File: src/hdl/cwra_pkg.sv
// Package for the centered window row average block.
// Holds widths, the job record passed from front to back, and state enums.
package cwra_pkg;

    localparam int unsigned MaxStep    = 64;
    localparam int unsigned MaxTexels  = 4096;
    localparam int unsigned MaxFrames  = 65536;

    localparam int unsigned StepW   = 7;   // window_step register width
    localparam int unsigned TpfW    = 13;  // texels_per_frame register width
    localparam int unsigned TexW    = 12;  // texel position
    localparam int unsigned FrameW  = 16;  // frame counter
    localparam int unsigned SlotW   = 6;   // ring slot
    localparam int unsigned SumW    = 14;  // running window sum
    localparam int unsigned PixW    = 8;   // texel byte
    localparam int unsigned HistAW  = SlotW + TexW;
    localparam int unsigned CfgIdxW = 1;
    localparam int unsigned CfgW    = 13;
    localparam int unsigned OutW    = 40;  // avg + frame + texel, byte padded

    localparam logic [CfgIdxW-1:0] RegStep = 1'b0;
    localparam logic [CfgIdxW-1:0] RegTpf  = 1'b1;

    // One accepted texel after the sum update
    typedef struct packed {
        logic [TexW-1:0]   k;
        logic [FrameW-1:0] f;
        logic [SlotW-1:0]  slot;
        logic [SumW-1:0]   sum;
        logic              fin;
    } t_job;

    // Back-side read request into the frame history
    typedef struct packed {
        logic              en;
        logic [HistAW-1:0] addr;
    } t_hist_rd;

    typedef enum logic {F_IDLE, F_CALC} t_front_state;

    typedef enum logic [2:0] {B_IDLE, B_CHECK, B_WAIT, B_DIV, B_OUT} t_back_state;

endpackage

File: src/hdl/cwra_back.sv
// Back part: turns jobs into averaged results, trims flush windows, divides.
// Depends on cwra_pkg; reads the frame history through the front's port.
module cwra_back (
    input  logic                          i_clk,
    input  logic                          i_rst_n,
    input  logic [cwra_pkg::StepW-1:0]    i_step,
    input  logic                          i_q_empty,
    input  cwra_pkg::t_job                i_head,
    output logic                          o_pop,
    output logic                          o_idle,
    output cwra_pkg::t_hist_rd            o_rd,
    input  logic [cwra_pkg::PixW-1:0]     i_rd_data,
    output logic                          o_valid,
    input  logic                          i_ready,
    output logic [cwra_pkg::PixW-1:0]     o_avg,
    output logic [cwra_pkg::FrameW-1:0]   o_frame,
    output logic [cwra_pkg::TexW-1:0]     o_texel,
    output logic                          o_last
);
    import cwra_pkg::*;

    t_back_state r_state, n_state;
    logic [TexW-1:0]   r_k;
    logic [FrameW-1:0] r_f;
    logic [SlotW-1:0]  r_slot;
    logic [SumW-1:0]   r_sum;
    logic              r_fin;
    logic [FrameW-1:0] r_a;
    logic [FrameW-1:0] r_o;
    logic [SumW-1:0]   r_dvd;
    logic [SumW-1:0]   r_quo;
    logic [StepW-1:0]  r_rem;
    logic [StepW-1:0]  r_div;
    logic [3:0]        r_cnt;

    logic [StepW-1:0]  half, lead;
    logic [FrameW-1:0] a0, s, head_o;
    logic              head_emit, need_sub;
    logic [SlotW-1:0]  back_dist, ring_sl;
    logic [StepW:0]    ring_raw;
    logic [PixW:0]     trial;

    assign half = i_step >> 1;
    assign lead = i_step - 7'd1 - half;
    assign a0   = ({1'b0, i_head.f} + 17'd1 >= {10'd0, i_step})
                  ? FrameW'({1'b0, i_head.f} + 17'd1 - {10'd0, i_step}) : '0;
    assign head_emit = i_head.fin || (i_head.f >= {9'd0, lead});
    assign head_o    = (i_head.f >= {9'd0, lead}) ? i_head.f - {9'd0, lead} : '0;

    // Window start for the current output frame, and the ring slot to drop
    assign s         = (r_o >= {9'd0, half}) ? r_o - {9'd0, half} : '0;
    assign need_sub  = (r_a < s);
    assign back_dist = SlotW'(r_f - r_a);
    assign ring_raw  = {2'b0, r_slot} + {1'b0, i_step} - {2'b0, back_dist};
    assign ring_sl   = (ring_raw >= {1'b0, i_step}) ? SlotW'(ring_raw - {1'b0, i_step})
                                                    : SlotW'(ring_raw);
    assign trial     = {r_rem, r_dvd[SumW-1]};

    // Next state
    always_comb begin
        n_state = r_state;
        case (r_state)
            B_IDLE:  if (!i_q_empty && head_emit) n_state = B_CHECK;
            B_CHECK: n_state = need_sub ? B_WAIT : B_DIV;
            B_WAIT:  n_state = B_CHECK;
            B_DIV:   if (r_cnt == 4'd0) n_state = B_OUT;
            B_OUT:   if (i_ready) n_state = (!r_fin || r_o == r_f) ? B_IDLE : B_CHECK;
            default: n_state = B_IDLE;
        endcase
    end

    // Outputs
    always_comb begin
        o_pop   = (r_state == B_IDLE) && !i_q_empty;
        o_idle  = (r_state == B_IDLE);
        o_rd    = '{en: (r_state == B_CHECK) && need_sub, addr: {ring_sl, r_k}};
        o_valid = (r_state == B_OUT);
        o_avg   = r_quo[PixW-1:0];
        o_frame = r_o;
        o_texel = r_k;
        o_last  = !r_fin || (r_o == r_f);
    end

    // Datapath
    always_ff @(posedge i_clk) begin
        case (r_state)
            B_IDLE: begin
                r_k    <= i_head.k;
                r_f    <= i_head.f;
                r_slot <= i_head.slot;
                r_sum  <= i_head.sum;
                r_fin  <= i_head.fin;
                r_a    <= a0;
                r_o    <= head_o;
            end
            B_CHECK: begin
                r_dvd <= r_sum;
                r_quo <= '0;
                r_rem <= '0;
                r_div <= StepW'(r_f - r_a + 16'd1);
                r_cnt <= 4'(SumW - 1);
            end
            B_WAIT: begin
                r_sum <= r_sum - {6'd0, i_rd_data};
                r_a   <= r_a + 16'd1;
            end
            B_DIV: begin
                r_dvd <= r_dvd << 1;
                r_cnt <= r_cnt - 4'd1;
                if (trial >= {1'b0, r_div}) begin
                    r_rem <= StepW'(trial - {1'b0, r_div});
                    r_quo <= {r_quo[SumW-2:0], 1'b1};
                end else begin
                    r_rem <= trial[StepW-1:0];
                    r_quo <= {r_quo[SumW-2:0], 1'b0};
                end
            end
            B_OUT: if (i_ready) r_o <= r_o + 16'd1;
            default: ;
        endcase
    end

    always_ff @(posedge i_clk) begin
        if (!i_rst_n) r_state <= B_IDLE;
        else          r_state <= n_state;
    end

endmodule

File: config.mk
export PLATFORM = sky130hd
export DESIGN_NAME = cwra_back
export DESIGN_NICKNAME = d
export VERILOG_FILES = /design/src/hdl/cwra_pkg.sv /design/src/hdl/cwra_back.sv
export SDC_FILE = /design/constraint.sdc
export NUM_CORES = 1
export LEC_CHECK = 0
export BUFFER_PORTS_ARGS = -buffer_cell sky130_fd_sc_hd__buf_2
export CORE_MARGIN = 5
export CORE_UTILIZATION = 54
export DETAILED_ROUTE_END_ITERATION = 12
export GPL_ROUTABILITY_DRIVEN = 0
export PLACE_DENSITY_LB_ADDON = 0.25
export SLEW_MARGIN = 20
export SYNTH_ARGS = -nofsm -noshare
export SYNTH_HDL_FRONTEND = slang
export SYNTH_SLANG_ARGS = --single-unit
File: constraint.sdc
create_clock -name i_clk -period 10.4 [get_ports i_clk]
set_clock_uncertainty 0.1 [all_clocks]
set_input_delay 3.12 -clock i_clk [delete_from_list [all_inputs] [get_ports i_clk]]
set_output_delay 3.12 -clock i_clk [all_outputs]
set_load 0.01 [all_outputs]
==> qor.txt <==
STATUS
-----------------------------------------------------------------------------------------------
Run status                                                                         finished, final reports clean

FINAL LAYOUT
-----------------------------------------------------------------------------------------------
Area growth syn-to-layout                                                                 13.9%
Share of cells above drive strength 1                                                     17.0%
Number of nets at the end of the flow                                                      1253
Final core utilization                                                                    62.7%
Finished layout cell area                                                            10900 um^2
Antenna diode count                                                                           0

SYNTHESIS
-----------------------------------------------------------------------------------------------
FF+latch count, synth                                                                       124
Number of standard cells after synthesis                                                    987
Synth Warn #                                                                                  0
Count of flip-flops with a built-in enable after synthesis                                  121
Mapped Nets                                                                                1150
Flip-flop cell with the highest count after synthesis                              sky130_fd_sc_hd__edfxtp_1
Proportion of synthesized flip-flops having asynchronous set or reset                        0%
Synthesized cell area                                                                 9560 um^2
Mean instance size in the synthesized netlist                                         9.69 um^2
Sequential element share of the synthesized area                                          38.6%
Post-synth cell types                                                                        73

GRT
-----------------------------------------------------------------------------------------------
Vias in the first global route                                                             7543
Maximum number of pins on one net before global-route repair                                 47
Met3 demand-to-capacity share in global routing                                           3.68%
Initial antenna violation count                                                               0
Global-route congestion overflow total                                                        0
Global router's overall resource usage                                                    22.9%
GR peak layer                                                                              met2
Met2 layer usage reported by global route                                                 37.3%
Routing usage on met1                                                                     30.9%
Wire length of the first global-routing pass                                           37300 um

DRT
-----------------------------------------------------------------------------------------------
Routed len/inst                                                                         17.0 um
Total via count after detailed routing                                                     7531
Initial detailed-routing violation count                                                    459
Post-detailed-route DRC marker count                                                          0
WL final                                                                               22600 um
Number of nets with antenna violations after detailed routing                                 0
Vias per std cell                                                                          5.67
Number of detailed-routing iterations run before antenna repair                               6

FLOW RUN
-----------------------------------------------------------------------------------------------
Maximum capacitance violations                                                                0

SETUP PATH
-----------------------------------------------------------------------------------------------
Crit. End Element                                                                  primary output
Crit path required time                                                                 7.18 ns
Highest fanout seen on the critical path                                                      7
Critical path class                                                                input pin to primary output
Startpoint type of the worst setup path                                               input pin
Crit path arrival time                                                                  6.77 ns

FLOORPLAN
-----------------------------------------------------------------------------------------------
Floorplan die area                                                                   20500 um^2
Ports placed on the boundary                                                                127
Die extent in y                                                                          143 um
Die span in x                                                                            143 um
Number of standard-cell rows in the floorplan                                                48
Starting density of the core                                                              55.1%
Area of the core                                                                     17400 um^2

TIMING
-----------------------------------------------------------------------------------------------
Final number of max-transition violations                                                     0
Setup TNS                                                                                  0 ns
Headroom to the max-slew limit                                                            40.4%
Final setup violation count                                                                   0
Achievable clock frequency                                                              100 MHz
Fin crit share                                                                            96.0%
Shortest period the worst path allows                                                   9.99 ns
Setup repair after global routing missed its margin                                       false
Worst-Margin Slew                                                                      0.894 ns
Tightest hold margin                                                                   0.414 ns
Final hold violation count                                                                    0

PLACE
-----------------------------------------------------------------------------------------------
Detail Placement HPWL                                                                  17100 um
Standard cell area after detailed placement                                          10300 um^2
PortBufs                                                                                    126

CLOCK NETWORK
-----------------------------------------------------------------------------------------------
Clock latency of the later-clocked register in the worst-skew pair                      0.43 ns
Quantity of gates resized following cts                                                       0
Maximum root-to-sink buffer count                                                             2
Cell chosen for the clock root                                                     sky130_fd_sc_hd__clkbuf_16
H-tree depth                                                                                  4
Postcts setup bufs                                                                            0
Number of clock sinks                                                                       124
CTS Buf Count                                                                                17
Clock input transition at the sequential cells of the worst setup and hold paths        0.06 ns
Number of hold buffers added after cts                                                        0
TritonCTS clock tree                                                                        yes

HOLD PATH
-----------------------------------------------------------------------------------------------
Hold Crit Class                                                                    register to register

PWR
-----------------------------------------------------------------------------------------------
Leakage                                                                                 4.61 nW
Power per unit of standard cell area                                                259 nW/um^2
Worst vdd ir                                                                         0.000220 V

## where the power goes
part,internal (mW),switching (mW),total (mW)
Combinational,0.657,0.794,1.45
Clock,0.357,0.244,0.600
Sequential,0.673,0.0901,0.763
## cell usage after synthesis (5+ instances only)
library cell	number	area, um^2
sky130_fd_sc_hd__nand3_1	25	125
sky130_fd_sc_hd__buf_4	13	97.6
sky130_fd_sc_hd__o22ai_1	22	138
sky130_fd_sc_hd__o21ai_0	43	215
sky130_fd_sc_hd__fa_1	14	280
sky130_fd_sc_hd__nand4_1	15	93.8
sky130_fd_sc_hd__nand2_1	104	390
sky130_fd_sc_hd__ha_1	81	1010
sky130_fd_sc_hd__a21oi_1	34	170
sky130_fd_sc_hd__inv_1	64	240
sky130_fd_sc_hd__a21o_1	14	105
sky130_fd_sc_hd__xor2_1	54	473
sky130_fd_sc_hd__and2_1	5	31.3
sky130_fd_sc_hd__a211oi_1	9	67.6
sky130_fd_sc_hd__nor3_1	23	115
sky130_fd_sc_hd__or3_1	7	43.8
sky130_fd_sc_hd__clkbuf_1	33	124
sky130_fd_sc_hd__and3_1	18	113
sky130_fd_sc_hd__mux2i_1	17	170
sky130_fd_sc_hd__nor2b_1	15	93.8
sky130_fd_sc_hd__o21bai_1	8	60.1
sky130_fd_sc_hd__nand2b_1	14	87.6
sky130_fd_sc_hd__nor2_1	80	300
sky130_fd_sc_hd__edfxtp_1	121	3630
sky130_fd_sc_hd__xnor2_1	68	596
sky130_fd_sc_hd__o21a_1	6	45.0
sky130_fd_sc_hd__nor4_1	9	56.3
## stage by stage
stage / cells / worst slack (ns) / total power, mW
after detailed placement: 1296 / 0.430 / 2.22
after CTS: 1328 / 0.422 / 2.83
final: 1328 / 0.414 / 2.81
after floorplan: 987 / 1.01 / 1.86
after global routing: 1328 / 0.121 / 3.03
after global placement: 1296 / 0.547 / 2.19
## routing by layer
layer / part of all wire, % / routed length [um] / up-vias
met2: 47 / 10600 / 211
met4: 2.0 / 450 / 0
met5: 0 / 0 / -
li1: - / - / 3727
met1: 46 / 10300 / 3562
met3: 5.5 / 1250 / 31
## critical path, cell delays in order
cell	delay [ns]
sky130_fd_sc_hd__buf_2	0.20
sky130_fd_sc_hd__ha_1	0.17
sky130_fd_sc_hd__inv_1	0.06
sky130_fd_sc_hd__fa_1	0.39
sky130_fd_sc_hd__a21o_1	0.19
sky130_fd_sc_hd__a21oi_1	0.24
sky130_fd_sc_hd__o21bai_1	0.17
sky130_fd_sc_hd__a21oi_1	0.29
sky130_fd_sc_hd__nand2b_1	0.15
sky130_fd_sc_hd__or2_2	0.36
sky130_fd_sc_hd__nand2_1	0.09
sky130_fd_sc_hd__ha_1	0.24
sky130_fd_sc_hd__a21oi_1	0.17
sky130_fd_sc_hd__nor2b_1	0.06
sky130_fd_sc_hd__o21ai_0	0.17
sky130_fd_sc_hd__o2111ai_1	0.15
sky130_fd_sc_hd__a21oi_2	0.17
sky130_fd_sc_hd__nor3_2	0.06
sky130_fd_sc_hd__nor2_1	0.15
sky130_fd_sc_hd__buf_2	0.16
## sequential cells by signal, summed over array words and instances (netlist names)
| name | count |
|---|---|
| r_sum | 14 |
| r_quo | 8 |
| r_a | 16 |
| o_frame | 16 |
| r_dvd | 14 |
| r_state | 3 |
| r_slot | 6 |
| r_div | 7 |
| r_cnt | 4 |
| r_f | 16 |
| r_fin | 1 |
| r_rem | 7 |
| o_texel | 12 |
## area by class of cell
class | count | area, um^2
Clock buffer | 17 | 425
Tap cell | 225 | 282
Timing Repair Buffer | 133 | 683
Inverter | 65 | 244
Multi-Input combinational cell | 749 | 5390
Sequential cell | 124 | 3690
Fill cell | 1469 | 6470
Clock inverter | 15 | 164
## cells in the final DEF, fill, tap and decap left out, types with 6 or more instances in the layout
cell / netlist / final
sky130_fd_sc_hd__inv_1: 64 / 64
sky130_fd_sc_hd__nor3_1: 23 / 22
sky130_fd_sc_hd__o21a_1: 6 / 6
sky130_fd_sc_hd__nor4_1: 9 / 9
sky130_fd_sc_hd__nand2_1: 104 / 104
sky130_fd_sc_hd__o21ai_0: 43 / 43
sky130_fd_sc_hd__xnor2_1: 68 / 68
sky130_fd_sc_hd__a21oi_1: 34 / 34
sky130_fd_sc_hd__xor2_1: 54 / 54
sky130_fd_sc_hd__clkbuf_16: 0 / 17
sky130_fd_sc_hd__edfxtp_1: 121 / 121
sky130_fd_sc_hd__buf_2: 2 / 126
sky130_fd_sc_hd__ha_1: 81 / 81
sky130_fd_sc_hd__fa_1: 14 / 14
sky130_fd_sc_hd__nand4_1: 15 / 15
sky130_fd_sc_hd__a211oi_1: 9 / 9
sky130_fd_sc_hd__and3_1: 18 / 18
sky130_fd_sc_hd__or3_1: 7 / 7
sky130_fd_sc_hd__nor2b_1: 15 / 14
sky130_fd_sc_hd__o21bai_1: 8 / 8
sky130_fd_sc_hd__nand2b_1: 14 / 14
sky130_fd_sc_hd__mux2i_1: 17 / 17
sky130_fd_sc_hd__nor2_1: 80 / 79
sky130_fd_sc_hd__o22ai_1: 22 / 22
sky130_fd_sc_hd__buf_4: 13 / 7
sky130_fd_sc_hd__a21o_1: 14 / 14
sky130_fd_sc_hd__nand3_1: 25 / 25
## path summary, 6_finish.rpt
path / from / endpoint / slack [ns] / cells past startpoint
setup / recovery: i_step[1] / o_rd[18] / 0.41 / 20
hold / removal: r_dvd[9]$_DFFE_PP_ / r_dvd[10]$_DFFE_PP_ / 0.41 / 2
setup reg to reg: o_frame[0]$_DFFE_PP_ / r_state[0]$_SDFFE_PN0P_ / 6.14 / 20
hold reg to reg: r_dvd[9]$_DFFE_PP_ / r_dvd[10]$_DFFE_PP_ / 0.41 / 2
## kinds of logic (layout without fill, tap and decap cells)
kind of cell	count (synthesis)	in the layout	synth area share [%]
AOI/OAI and AO/OA	173	173	12.2
xor gates and xnor gates	122	122	11.2
adders and majority gates	95	95	13.5
buffers and inverters	114	230	5.09
DFF	124	124	38.6
muxes	19	19	2.02
and+or+nand+nor	340	340	17.4
No activity file was read; power rests on OpenSTA's default activity.
