### src/hdl/cwra_pkg.sv
// Package for the centered window row average block.
// Holds widths, the job record passed from front to back, and state enums.
package cwra_pkg;

    localparam int unsigned MaxStep    = 64;
    localparam int unsigned MaxTexels  = 4096;
    localparam int unsigned MaxFrames  = 65536;

    localparam int unsigned StepW   = 7;   // window_step register width
    localparam int unsigned TpfW    = 13;  // texels_per_frame register width
    localparam int unsigned TexW    = 12;  // texel position
    localparam int unsigned FrameW  = 16;  // frame counter
    localparam int unsigned SlotW   = 6;   // ring slot
    localparam int unsigned SumW    = 14;  // running window sum
    localparam int unsigned PixW    = 8;   // texel byte
    localparam int unsigned HistAW  = SlotW + TexW;
    localparam int unsigned CfgIdxW = 1;
    localparam int unsigned CfgW    = 13;
    localparam int unsigned OutW    = 40;  // avg + frame + texel, byte padded

    localparam logic [CfgIdxW-1:0] RegStep = 1'b0;
    localparam logic [CfgIdxW-1:0] RegTpf  = 1'b1;

    // One accepted texel after the sum update
    typedef struct packed {
        logic [TexW-1:0]   k;
        logic [FrameW-1:0] f;
        logic [SlotW-1:0]  slot;
        logic [SumW-1:0]   sum;
        logic              fin;
    } t_job;

    // Back-side read request into the frame history
    typedef struct packed {
        logic              en;
        logic [HistAW-1:0] addr;
    } t_hist_rd;

    typedef enum logic {F_IDLE, F_CALC} t_front_state;

    typedef enum logic [2:0] {B_IDLE, B_CHECK, B_WAIT, B_DIV, B_OUT} t_back_state;

endpackage

### src/hdl/cwra_queue.sv
// Two-entry job queue between the front and back parts.
// Depends on cwra_pkg for the job record.
module cwra_queue (
    input  logic           i_clk,
    input  logic           i_rst_n,
    input  logic           i_push,
    input  cwra_pkg::t_job i_job,
    input  logic           i_pop,
    output cwra_pkg::t_job o_head,
    output logic           o_full,
    output logic           o_empty
);
    import cwra_pkg::*;

    t_job       r_mem [2];
    logic       r_wp, r_rp;
    logic [1:0] r_cnt;

    assign o_head  = r_mem[r_rp];
    assign o_full  = (r_cnt == 2'd2);
    assign o_empty = (r_cnt == 2'd0);

    always_ff @(posedge i_clk) begin
        if (i_push) r_mem[r_wp] <= i_job;
    end

    // Pointers and fill count
    always_ff @(posedge i_clk) begin
        if (!i_rst_n) begin
            r_wp  <= 1'b0;
            r_rp  <= 1'b0;
            r_cnt <= '0;
        end else begin
            if (i_push) r_wp <= ~r_wp;
            if (i_pop)  r_rp <= ~r_rp;
            r_cnt <= r_cnt + {1'b0, i_push} - {1'b0, i_pop};
        end
    end

endmodule

### config.mk
export PLATFORM = sky130hd
export DESIGN_NAME = cwra_queue
export DESIGN_NICKNAME = d
export VERILOG_FILES = /design/src/hdl/cwra_pkg.sv /design/src/hdl/cwra_queue.sv
export SDC_FILE = /design/constraint.sdc
export NUM_CORES = 1
export LEC_CHECK = 0
export BUFFER_PORTS_ARGS = -buffer_cell sky130_fd_sc_hd__buf_4
export CORE_UTILIZATION = 52
export DETAILED_ROUTE_END_ITERATION = 8
export PLACE_DENSITY = 0.82
export SYNTH_ARGS = -nofsm -noshare
export SYNTH_HDL_FRONTEND = slang
export SYNTH_SLANG_ARGS = --single-unit
### constraint.sdc
create_clock -name i_clk -period 3.75 [get_ports i_clk]
set_input_delay 0.5625 -clock i_clk [delete_from_list [all_inputs] [get_ports i_clk]]
set_output_delay 0.5625 -clock i_clk [all_outputs]
set_load 0.01 [all_outputs]
==> metrics, run 1 <==
run status=completed; crit-path max cell delay=between 500 and 600 ps; Crit path arrival time=1990 ps; synth top area cells=sky130_fd_sc_hd__edfxtp_1, sky130_fd_sc_hd__mux2_2, sky130_fd_sc_hd__mux2_4; total of fill cells in the finished design=455; DIE WIDTH=approximately 88 µm; required time at the worst-slack endpoint=~3200 ps; fraction of final layout cells with drive strength greater than 1=between 50 and 60%; quantity of I/O buffers inserted on ports=103; Post-Route Skew=7.66 ps; category of the critical setup timing path=flop to output port; Pwr Density=486 mW/mm²; Detailed Place HPWL=4170 µm; antenna violations before repair=0; remaining global-route overflow=0; final hold violation count=0; row count=30; vias in the first global route=just under 2k; fraction of the yosys area taken by sequential cells=79.9%; core footprint=0.00694 mm²; final-report max-slew violation count=0; Routed Antenna Nets=0; GRT Total Usage=16.6%; number of placed I/O pins=104; Die Ht=87.6 µm; routed vias/inst=4.90; clock tree from TritonCTS=built; CP Capture Type=output port; Layout Cells excl Fill=387; H-tree levels=3; worst slack at placement=1550 ps; time the final worst path needs with I/O delays and setup=2550 ps; crit start category=flop; Syn Area/Cell=22.0 µm²; flop and latch count out of synthesis=103; maximum fanout encountered on the critical timing path=33; summed negative setup slack over all endpoints=0 ps; total clock buffers created by CTS=9; slew at the pin closest to its max-slew limit=800 ps; netlist area before placement=0.00381 mm²; Iter 0 DRT Violations=89; cell at the slowest stage of the critical path=sky130_fd_sc_hd__dfxtp_2; Mapped Cells=173; net count of the mapped netlist=228; Net count, final=341; clock insertion delay at the later pin of the skew report=about 350 ps; # setup viols final=0; cell-by-cell trace of the critical path=buf_4 -> mux2_2 -> buf_4; number of synthesis warnings=0; number of remaining DRC errors=0; Root Buffer=sky130_fd_sc_hd__clkbuf_8; combined buffer and inverter count along the critical path=2; Peak VDD IR=0.400 mV; share of Yosys cell area claimed by the top area cell type=77.3%; maximum clock frequency=roughly 390 MHz; MaxCap Viol Count=0; largest net degree at the start of global routing=34; final setup margin=roughly 1200 ps; largest area contributor in the synthesized netlist=sky130_fd_sc_hd__edfxtp_1; clock buffer depth=2; final worst-path cycle share=68.1%; first drt pass iteration count=4; area of all placed cells without fillers=0.00489 mm²; first-pass GRT wire length=9170 µm; classification of the worst-slack hold path=primary input to flop; Post-Route WL=6150 µm; Cell variety after synth=15; # Post-CTS Setup Buffers=0; cts-stage hold buffer count=0; floorplan die area=0.00767 mm²; cell occurring most often along the worst timing path=sky130_fd_sc_hd__buf_4; # placed instances=371; clock-pin slew on the worst setup and hold paths=90 ps; Clock Sinks=between 100 and 150; setup repair after global routing missed its margin=false; Resized Gates After CTS=0; number of vias in the routed layout=1897; slew margin rel.=46.7%; initial core utilization=54.8%; routed length per placed instance=15.9 µm; Area growth syn-to-layout=28.6%; post-place instance area=about 0.0047 mm²; Leak=1.87 nW; antenna diode count=0; cell class contributing the biggest share of worst-path delay=buffers and inverters; weighted congestion at the end of routability-driven global placement=0.653
-- layer usage --
layer / up-vias / share of wire, % / GRT usage [%]
met4: 0 / 1.7 / 8.05
met2: 73 / 52 / 28.2
met3: 10 / 6.0 / 4.34
met5: - / 0 / 0
met1: 916 / 40 / 20.0
li1: 898 / - / -
-- registers in the layout, summed over array words and instances (netlist names), named ones only --
register	flops
r_cnt	2
r_wp	1
r_rp	1
r_mem	98
-- path summary, 6_finish.rpt --
kind                   from            to  slack (ps)  cells past startpoint
setup / recovery       flop    o_head[32]        1200                      3
hold reg to reg        r_rp          r_rp         600                      2
setup reg to reg       r_wp   r_mem[1][4]        1950                      2
hold / removal    i_job[10]  r_mem[1][10]         390                      1
-- report_power, final --
group,total [mW],internal (mW),leakage [nW],switching (mW)
Clock,0.707,0.371,0.102,0.336
Sequential,1.35,1.33,0.962,0.0239
Combinational,0.321,0.187,0.808,0.134
Total,2.38,1.89,1.87,0.494
-- through the flow --
stage	hold slack [ps]	total power [mW]	utilization, %
after CTS	371	2.41	70.5
after floorplan	555	1.54	-
after global placement	571	1.69	67.5
final	391	2.38	70.5
after global routing	369	2.47	70.5
after detailed placement	572	1.70	67.5
-- synth_stat cells (all sizes together) --
master and n:
xnor3 1, buf 5, inv 2, nor2b 4
edfxtp 98, nor2 1, dfxtp 5, ha 2
xor2 1, mux2 49, and2 4, o21a 1
-- cell families after synthesis --
group | after synthesis | synth area share (%)
xor gates and xnor gates | 2 | 0.822
DFF | 103 | 79.9
muxes | 49 | 15.5
and+or+nand+nor | 9 | 1.41
AOI/OAI and AO/OA | 1 | 0.197
adders and majority gates | 2 | 0.657
buffers and inverters | 7 | 1.48
-- layout by cell type, fill, tap and decap left out --
cell,n
sky130_fd_sc_hd__buf_4,107
sky130_fd_sc_hd__edfxtp_1,98
sky130_fd_sc_hd__mux2_2,39
sky130_fd_sc_hd__mux2_4,10
sky130_fd_sc_hd__clkbuf_8,9
sky130_fd_sc_hd__dfxtp_1,4
sky130_fd_sc_hd__nor2b_1,3
sky130_fd_sc_hd__and2_1,3
sky130_fd_sc_hd__inv_1,2
sky130_fd_sc_hd__ha_1,2
sky130_fd_sc_hd__bufinv_16,2
sky130_fd_sc_hd__clkbuf_1,2
sky130_fd_sc_hd__clkinv_1,2
sky130_fd_sc_hd__nor2_1,1
sky130_fd_sc_hd__xor2_1,1
sky130_fd_sc_hd__and2_2,1
sky130_fd_sc_hd__nor2b_4,1
sky130_fd_sc_hd__o21a_1,1
sky130_fd_sc_hd__xnor3_1,1
sky130_fd_sc_hd__dfxtp_2,1
sky130_fd_sc_hd__clkinv_2,1
-- worst register-to-register path, cell delays in order (launching register included) --
cell                      delay (ps)
sky130_fd_sc_hd__dfxtp_1         390
sky130_fd_sc_hd__and2_2          700
sky130_fd_sc_hd__buf_4           400
-- area by class of cell --
type | instances | area [µm²] | area share [%]
multi-input combinational | 63 | 716 | 14.6
sequential | 103 | 3040 | 62.2
tap | 96 | 120 | 2.45
timing repair buffer | 107 | 803 | 16.4
clock buffer | 11 | 131 | 2.68
inverter | 2 | 7.51 | 0.153
clock inverter | 5 | 72.6 | 1.48
Power figures use the tool's default switching activity.
==> run 2: changes to the inputs <==
--- a/config.mk
+++ b/config.mk
@@ -6,9 +6,9 @@
 export NUM_CORES = 1
 export LEC_CHECK = 0
 export BUFFER_PORTS_ARGS = -buffer_cell sky130_fd_sc_hd__buf_4
-export CORE_UTILIZATION = 52
+export CORE_UTILIZATION = 47
 export DETAILED_ROUTE_END_ITERATION = 8
-export PLACE_DENSITY = 0.82
+export PLACE_DENSITY = 0.79
 export SYNTH_ARGS = -nofsm -noshare
 export SYNTH_HDL_FRONTEND = slang
 export SYNTH_SLANG_ARGS = --single-unit
==> constraint.sdc (replaced) <==
create_clock -name i_clk -period 2.2 [get_ports i_clk]
set_input_delay 0.33 -clock i_clk [delete_from_list [all_inputs] [get_ports i_clk]]
set_output_delay 0.33 -clock i_clk [all_outputs]
set_load 0.01 [all_outputs]
==> run 2 against run 1 <==
Sequential power increased by 70%. Non-clock buffer count increased by 2. Register-to-register slack got worse by 990 ps. First-iteration DRC count decreased by 15%. Critical path type unchanged.
==> metrics, run 2 (synthesis gave the netlist of run 1 again) <==
Largest Register=r_mem; fraction of final layout cells with drive strength greater than 1=59.4% (+0.62 points); remaining global-route overflow=0 (unchanged); number of vias in the routed layout=1911 (+0.74%); number of remaining DRC errors=0 (unchanged); row count=32 (+6.7%); required time at the worst-slack endpoint=1870 ps (-1320 ps); slew at the pin closest to its max-slew limit=368 ps (-432 ps); first-pass GRT wire length=8970 µm (-2.2%); antenna violations before repair=0 (unchanged); summed negative setup slack over all endpoints=0 ps (unchanged); number of placed I/O pins=104 (unchanged); total clock buffers created by CTS=9 (unchanged); maximum fanout encountered on the critical timing path=24 (-27%); Resized Gates After CTS=0 (unchanged); routed vias/inst=4.84 (-1.3%); Pwr Density=808 mW/mm² (+66%); most frequent cells in the layout=sky130_fd_sc_hd__buf_4, sky130_fd_sc_hd__edfxtp_1, sky130_fd_sc_hd__mux2_2; Net count, final=343 (+0.59%); first drt pass iteration count=4 (unchanged); max FFs per register=98 (unchanged); Detailed Place HPWL=4090 µm (-1.8%); Iter 0 DRT Violations=76 (-15%); cts-stage hold buffer count=0 (unchanged); Post-Route WL=5970 µm (-3.0%); Area growth syn-to-layout=29.0%; vias in the first global route=1946 (-0.21%); most common cell after layout, fill and taps aside=sky130_fd_sc_hd__buf_4; final-report max-slew violation count=0 (unchanged); switching fraction of total power=21.0% (+0.26 points); Internal Pwr Total=3.13 mW (+66%); DIE WIDTH=92.0 µm (+5.1%); crit start category=flop; floorplan die area=0.00846 mm² (+10%); run status=completed; relative contribution of the clock network to total power=28.1% (-1.6 points); total of fill cells in the finished design=566 (+24%); Crit path arrival time=1550 ps (-440 ps); classification of the worst-slack hold path=primary input to flop; final hold violation count=0 (unchanged); # Post-CTS Setup Buffers=0 (unchanged); proportion of power drawn by flip-flops and latches=57.8% (+1.0 points); maximum clock frequency=531 MHz; setup repair after global routing missed its margin=false; weighted congestion at the end of routability-driven global placement=0.703 (+7.7%); clock buffer depth=2 (unchanged); routed length per placed instance=15.1 µm (-4.9%); core footprint=0.00777 mm² (+12%); clock tree from TritonCTS=built; largest registers=r_mem x98, r_cnt x2; clock-pin slew on the worst setup and hold paths=90 ps (about the same); # setup viols final=0 (unchanged); MaxCap Viol Count=0 (unchanged); area of all placed cells without fillers=0.00491 mm² (+0.33%); GRT Total Usage=14.5% (-2.2 points); clock insertion delay at the later pin of the skew report=350 ps (about the same); Clock Sinks=103 (unchanged); Peak VDD IR=0.433 mV (+8.2%); Root Buffer=sky130_fd_sc_hd__clkbuf_8; proportion of power drawn by combinational gates=14.1% (+0.6 points); initial core utilization=49.0% (-5.8 points); Post-Route Skew=7.85 ps (+0.181 ps); Leak=1.88 nW (+0.27%); CP Capture Type=output port; quantity of I/O buffers inserted on ports=103 (unchanged); category of the critical setup timing path=flop to output port; post-place instance area=0.00471 mm² (+0.48%); switching power of the nets=834 µW (+69%); Routed Antenna Nets=0 (unchanged); time the final worst path needs with I/O delays and setup=1880 ps; final worst-path cycle share=around 86%; largest net degree at the start of global routing=28 (-18%); antenna diode count=0 (unchanged); slew margin rel.=75.4% (+29 points); H-tree levels=3 (unchanged); Die Ht=92.0 µm (+5.1%)
==> run 2: cell count changes in the layout (fill, tap and decap cells not counted), sizes merged <==
cell,before,now
buf,107,109
bufinv,2,0
clkbuf,11,14
clkinv,3,1
clkinvlp,0,1
==> run 2: path summary, 6_finish.rpt <==
path | slack [ps] | to | from | cells past startpoint
min reg2reg | 600 | flop | r_rp | 2
max reg2reg | 960 | r_cnt[1] | r_cnt[0] | 6
max | 320 | o_head[48] | flop | 3
min | 160 | r_mem[1][30] | i_job[30] | 1
==> run 2: layout make-up <==
type                            instances  area, µm²  share of cell area (%)
Inverter                                2       7.51                   0.153
Timing Repair Buffer                  109        818                    16.7
Clock inverter                          2       12.5                   0.255
Clock buffer                           14        185                    3.77
Tap cell                              102        128                    2.60
Sequential cell                       103       3040                    62.0
Multi-Input combinational cell         63        716                    14.6
==> run 2: worst max-delay path, cell delays in order, from the launching register on <==
cell and delay [ps]:
sky130_fd_sc_hd__dfxtp_2 330, sky130_fd_sc_hd__buf_4 330, sky130_fd_sc_hd__mux2_2 390, sky130_fd_sc_hd__buf_4 140
==> run 2: power groups by stage <==
stage	logic, mW	registers (mW)	clock network, mW
after global placement	0.552	2.33	0
after global routing	0.597	2.30	1.21
after floorplan	0.296	2.33	0
after detailed placement	0.564	2.34	0
final	0.559	2.29	1.12
after CTS	0.566	2.29	1.14
==> run 2: metal layers <==
metal	vias up	GRT usage [%]	routed length, µm
met2	66	24.8	3110
met3	6	5.56	418
met1	942	16.6	2380
li1	897	-	-
met5	-	0	0
met4	0	5.08	62
==> run 2: stage by stage <==
stage | setup slack (ps) | cells | hold WS, ps | util [%] | total power, mW
after floorplan | 130 | 173 | 429 | - | 2.63
after global placement | 708 | 379 | 515 | 60.7 | 2.88
after detailed placement | 686 | 379 | 518 | 60.7 | 2.90
after CTS | 286 | 395 | 137 | 63.2 | 4.00
after global routing | 228 | 395 | 132 | 63.2 | 4.11
final | 318 | 395 | 156 | 63.2 | 3.97
==> run 3: changes to the inputs <==
--- a/config.mk
+++ b/config.mk
@@ -6,6 +6,7 @@
 export NUM_CORES = 1
 export LEC_CHECK = 0
 export BUFFER_PORTS_ARGS = -buffer_cell sky130_fd_sc_hd__buf_4
+export CAP_MARGIN = 20
 export CORE_UTILIZATION = 47
 export DETAILED_ROUTE_END_ITERATION = 8
 export PLACE_DENSITY = 0.79
==> constraint.sdc (replaced) <==
create_clock -name i_clk -period 2.2 [get_ports i_clk]
set_input_delay 0.44 -clock i_clk [delete_from_list [all_inputs] [get_ports i_clk]]
set_output_delay 0.44 -clock i_clk [all_outputs]
set_load 0.01 [all_outputs]
==> run 3 against run 2 <==
Clock skew hardly changed. Utilization hardly changed. Combinational power hardly changed. Worst hold slack better by 120 ps. Worst setup slack worse by 110 ps. Critical path depth stayed put. Design area hardly changed. Sequential power hardly changed. Final cell count is 0.25% lower. Sequential share of layout area hardly changed. Die area stayed put.
==> metrics, run 3 (synthesis gave the netlist of run 1 again) <==
Largest Register=r_mem; first drt pass iteration count=4 (unchanged); number of remaining DRC errors=0 (unchanged); final worst-path cycle share=90.4% (+4.9 points); Resized Gates After CTS=0 (unchanged); run status=completed; number of placed I/O pins=104 (unchanged); fraction of final layout cells with drive strength greater than 1=59.2% (-0.14 points); total clock buffers created by CTS=9 (unchanged); endpoint of the worst register-to-register path=r_cnt[1]; Hold Crit Start=i_job[18]; floorplan die area=0.00846 mm² (unchanged); summed negative setup slack over all endpoints=0 ps (unchanged); CP Capture Type=output port; clock insertion delay at the later pin of the skew report=340 ps (about the same); Iter 0 DRT Violations=36 (-53%); routed length per placed instance=15.0 µm (-0.43%); DIE WIDTH=92.0 µm (unchanged); Register-to-Register Path Depth=6 (unchanged); vias in the first global route=1966 (+1.0%); worst slack at placement=564 ps (-123 ps); cts-stage hold buffer count=0 (unchanged); row count=32 (unchanged); Root Buffer=sky130_fd_sc_hd__clkbuf_8; time the final worst path needs with I/O delays and setup=1990 ps (+108 ps); cell at the slowest stage of the critical path=sky130_fd_sc_hd__mux2_2; cell occurring most often along the worst timing path=sky130_fd_sc_hd__buf_4; remaining global-route overflow=0 (unchanged); # setup viols final=0 (unchanged); antenna violations before repair=0 (unchanged); R2R setup slack=970 ps (about the same); Detailed Place HPWL=3970 µm (-3.1%); category of the critical setup timing path=flop to output port; crit-path max cell delay=390 ps (about the same); combined buffer and inverter count along the critical path=2 (unchanged); quantity of I/O buffers inserted on ports=103 (unchanged); # Post-CTS Setup Buffers=0 (unchanged); core footprint=0.00777 mm² (unchanged); crit start category=flop; Pwr Density=808 mW/mm² (about the same); final hold violation count=0 (unchanged); maximum clock frequency=503 MHz (-5.4%); Clock Sinks=103 (unchanged); FF-to-FF Start=r_cnt[0]; number of vias in the routed layout=1896 (-0.78%); clock-pin slew on the worst setup and hold paths=90 ps (about the same); Area growth syn-to-layout=29.0% (about the same); Post-Route WL=5930 µm (-0.69%); final setup margin=210 ps (-108 ps); MaxCap Viol Count=0 (unchanged); antenna diode count=0 (unchanged); cell class contributing the biggest share of worst-path delay=buffers and inverters; Leak=1.87 nW (-0.29%); Peak VDD IR=0.474 mV (+9.4%); cell-by-cell trace of the critical path=buf_4 -> mux2_2 -> buf_4; slew margin rel.=76.3% (+0.83 points); total area of multi-input combinational cells=716 µm² (unchanged); Hold Slack=274 ps (+118 ps); weighted congestion at the end of routability-driven global placement=0.708 (+0.75%); slew at the pin closest to its max-slew limit=356 ps (-12.5 ps); GRT Total Usage=15.1% (+0.58 points); clock buffer depth=2 (unchanged); final-report max-slew violation count=0 (unchanged); largest registers=r_mem x98, r_cnt x2; routed vias/inst=4.81 (-0.53%); required time at the worst-slack endpoint=1760 ps (-110 ps); Post-Route Skew=8.08 ps (+0.230 ps); maximum fanout encountered on the critical timing path=24 (unchanged); max FFs per register=98 (unchanged); FF+latch area=0.00304 mm² (unchanged); most frequent cells in the layout=sky130_fd_sc_hd__buf_4, sky130_fd_sc_hd__edfxtp_1, sky130_fd_sc_hd__mux2_2; setup repair after global routing missed its margin=false; Routed Antenna Nets=0 (unchanged); Net count, final=342 (-0.29%); initial core utilization=49.0% (unchanged); most common cell after layout, fill and taps aside=sky130_fd_sc_hd__buf_4; total of fill cells in the finished design=562 (-0.71%); first-pass GRT wire length=9340 µm (+4.1%); worst hold path depth=1 (unchanged); clock tree from TritonCTS=built; Die Ht=92.0 µm (unchanged); H-tree levels=3 (unchanged); end point of the most critical hold path=r_mem[0][18]; Crit path arrival time=1550 ps (about the same); classification of the worst-slack hold path=primary input to flop; largest net degree at the start of global routing=50 (+79%)
[run 3: routing by layer]
layer / routed length [µm] / vias to the layer above / GRT usage, %
met3: 438 / 11 / 5.47
met4: 100 / 0 / 8.46
met1: 2360 / 917 / 17.2
li1: - / 897 / -
met5: 0 / - / 0
met2: 3030 / 71 / 24.6
[run 3: how the worst max path moves through the flow]
stage / endpoint / cells after the start / slack [ps]
after floorplan: r_mem[0][0] / 1 / 20
after global placement: o_head[24] / 3 / 580
after detailed placement: o_head[8] / 3 / 560
after CTS: o_head[8] / 3 / 160
after global routing: o_head[9] / 3 / 120
final: o_head[48] / 3 / 210
[run 3: area by class of cell]
type                    instances  share of cell area [%]
clock buffers                  13                    3.03
clock inverters                 3                   0.866
inverters                       2                   0.153
multi-input cells              63                    14.6
flip-flops and latches        103                    62.0
well taps                     102                    2.60
repair buffers                108                    16.8
[run 3: through the flow]
step           std cells  instance area [µm²]  util, %  total power [mW]
3_3_place_gp         378                 4720     60.7              2.89
2_1_floorplan        173                 3810        -              2.63
3_5_place_dp         378                 4720     60.7              2.90
5_1_grt              394                 4910     63.2              4.13
4_1_cts              394                 4910     63.2              4.02
6_report             394                 4910     63.2              3.97
[run 3: where the power goes]
part           switching, mW  total, mW  leakage [nW]  internal (mW)
Clock                  0.561       1.12        0.0936          0.557
Combinational          0.234      0.558         0.816          0.323
Sequential            0.0303       2.29         0.962           2.26
Total                  0.826       3.97          1.87           3.14
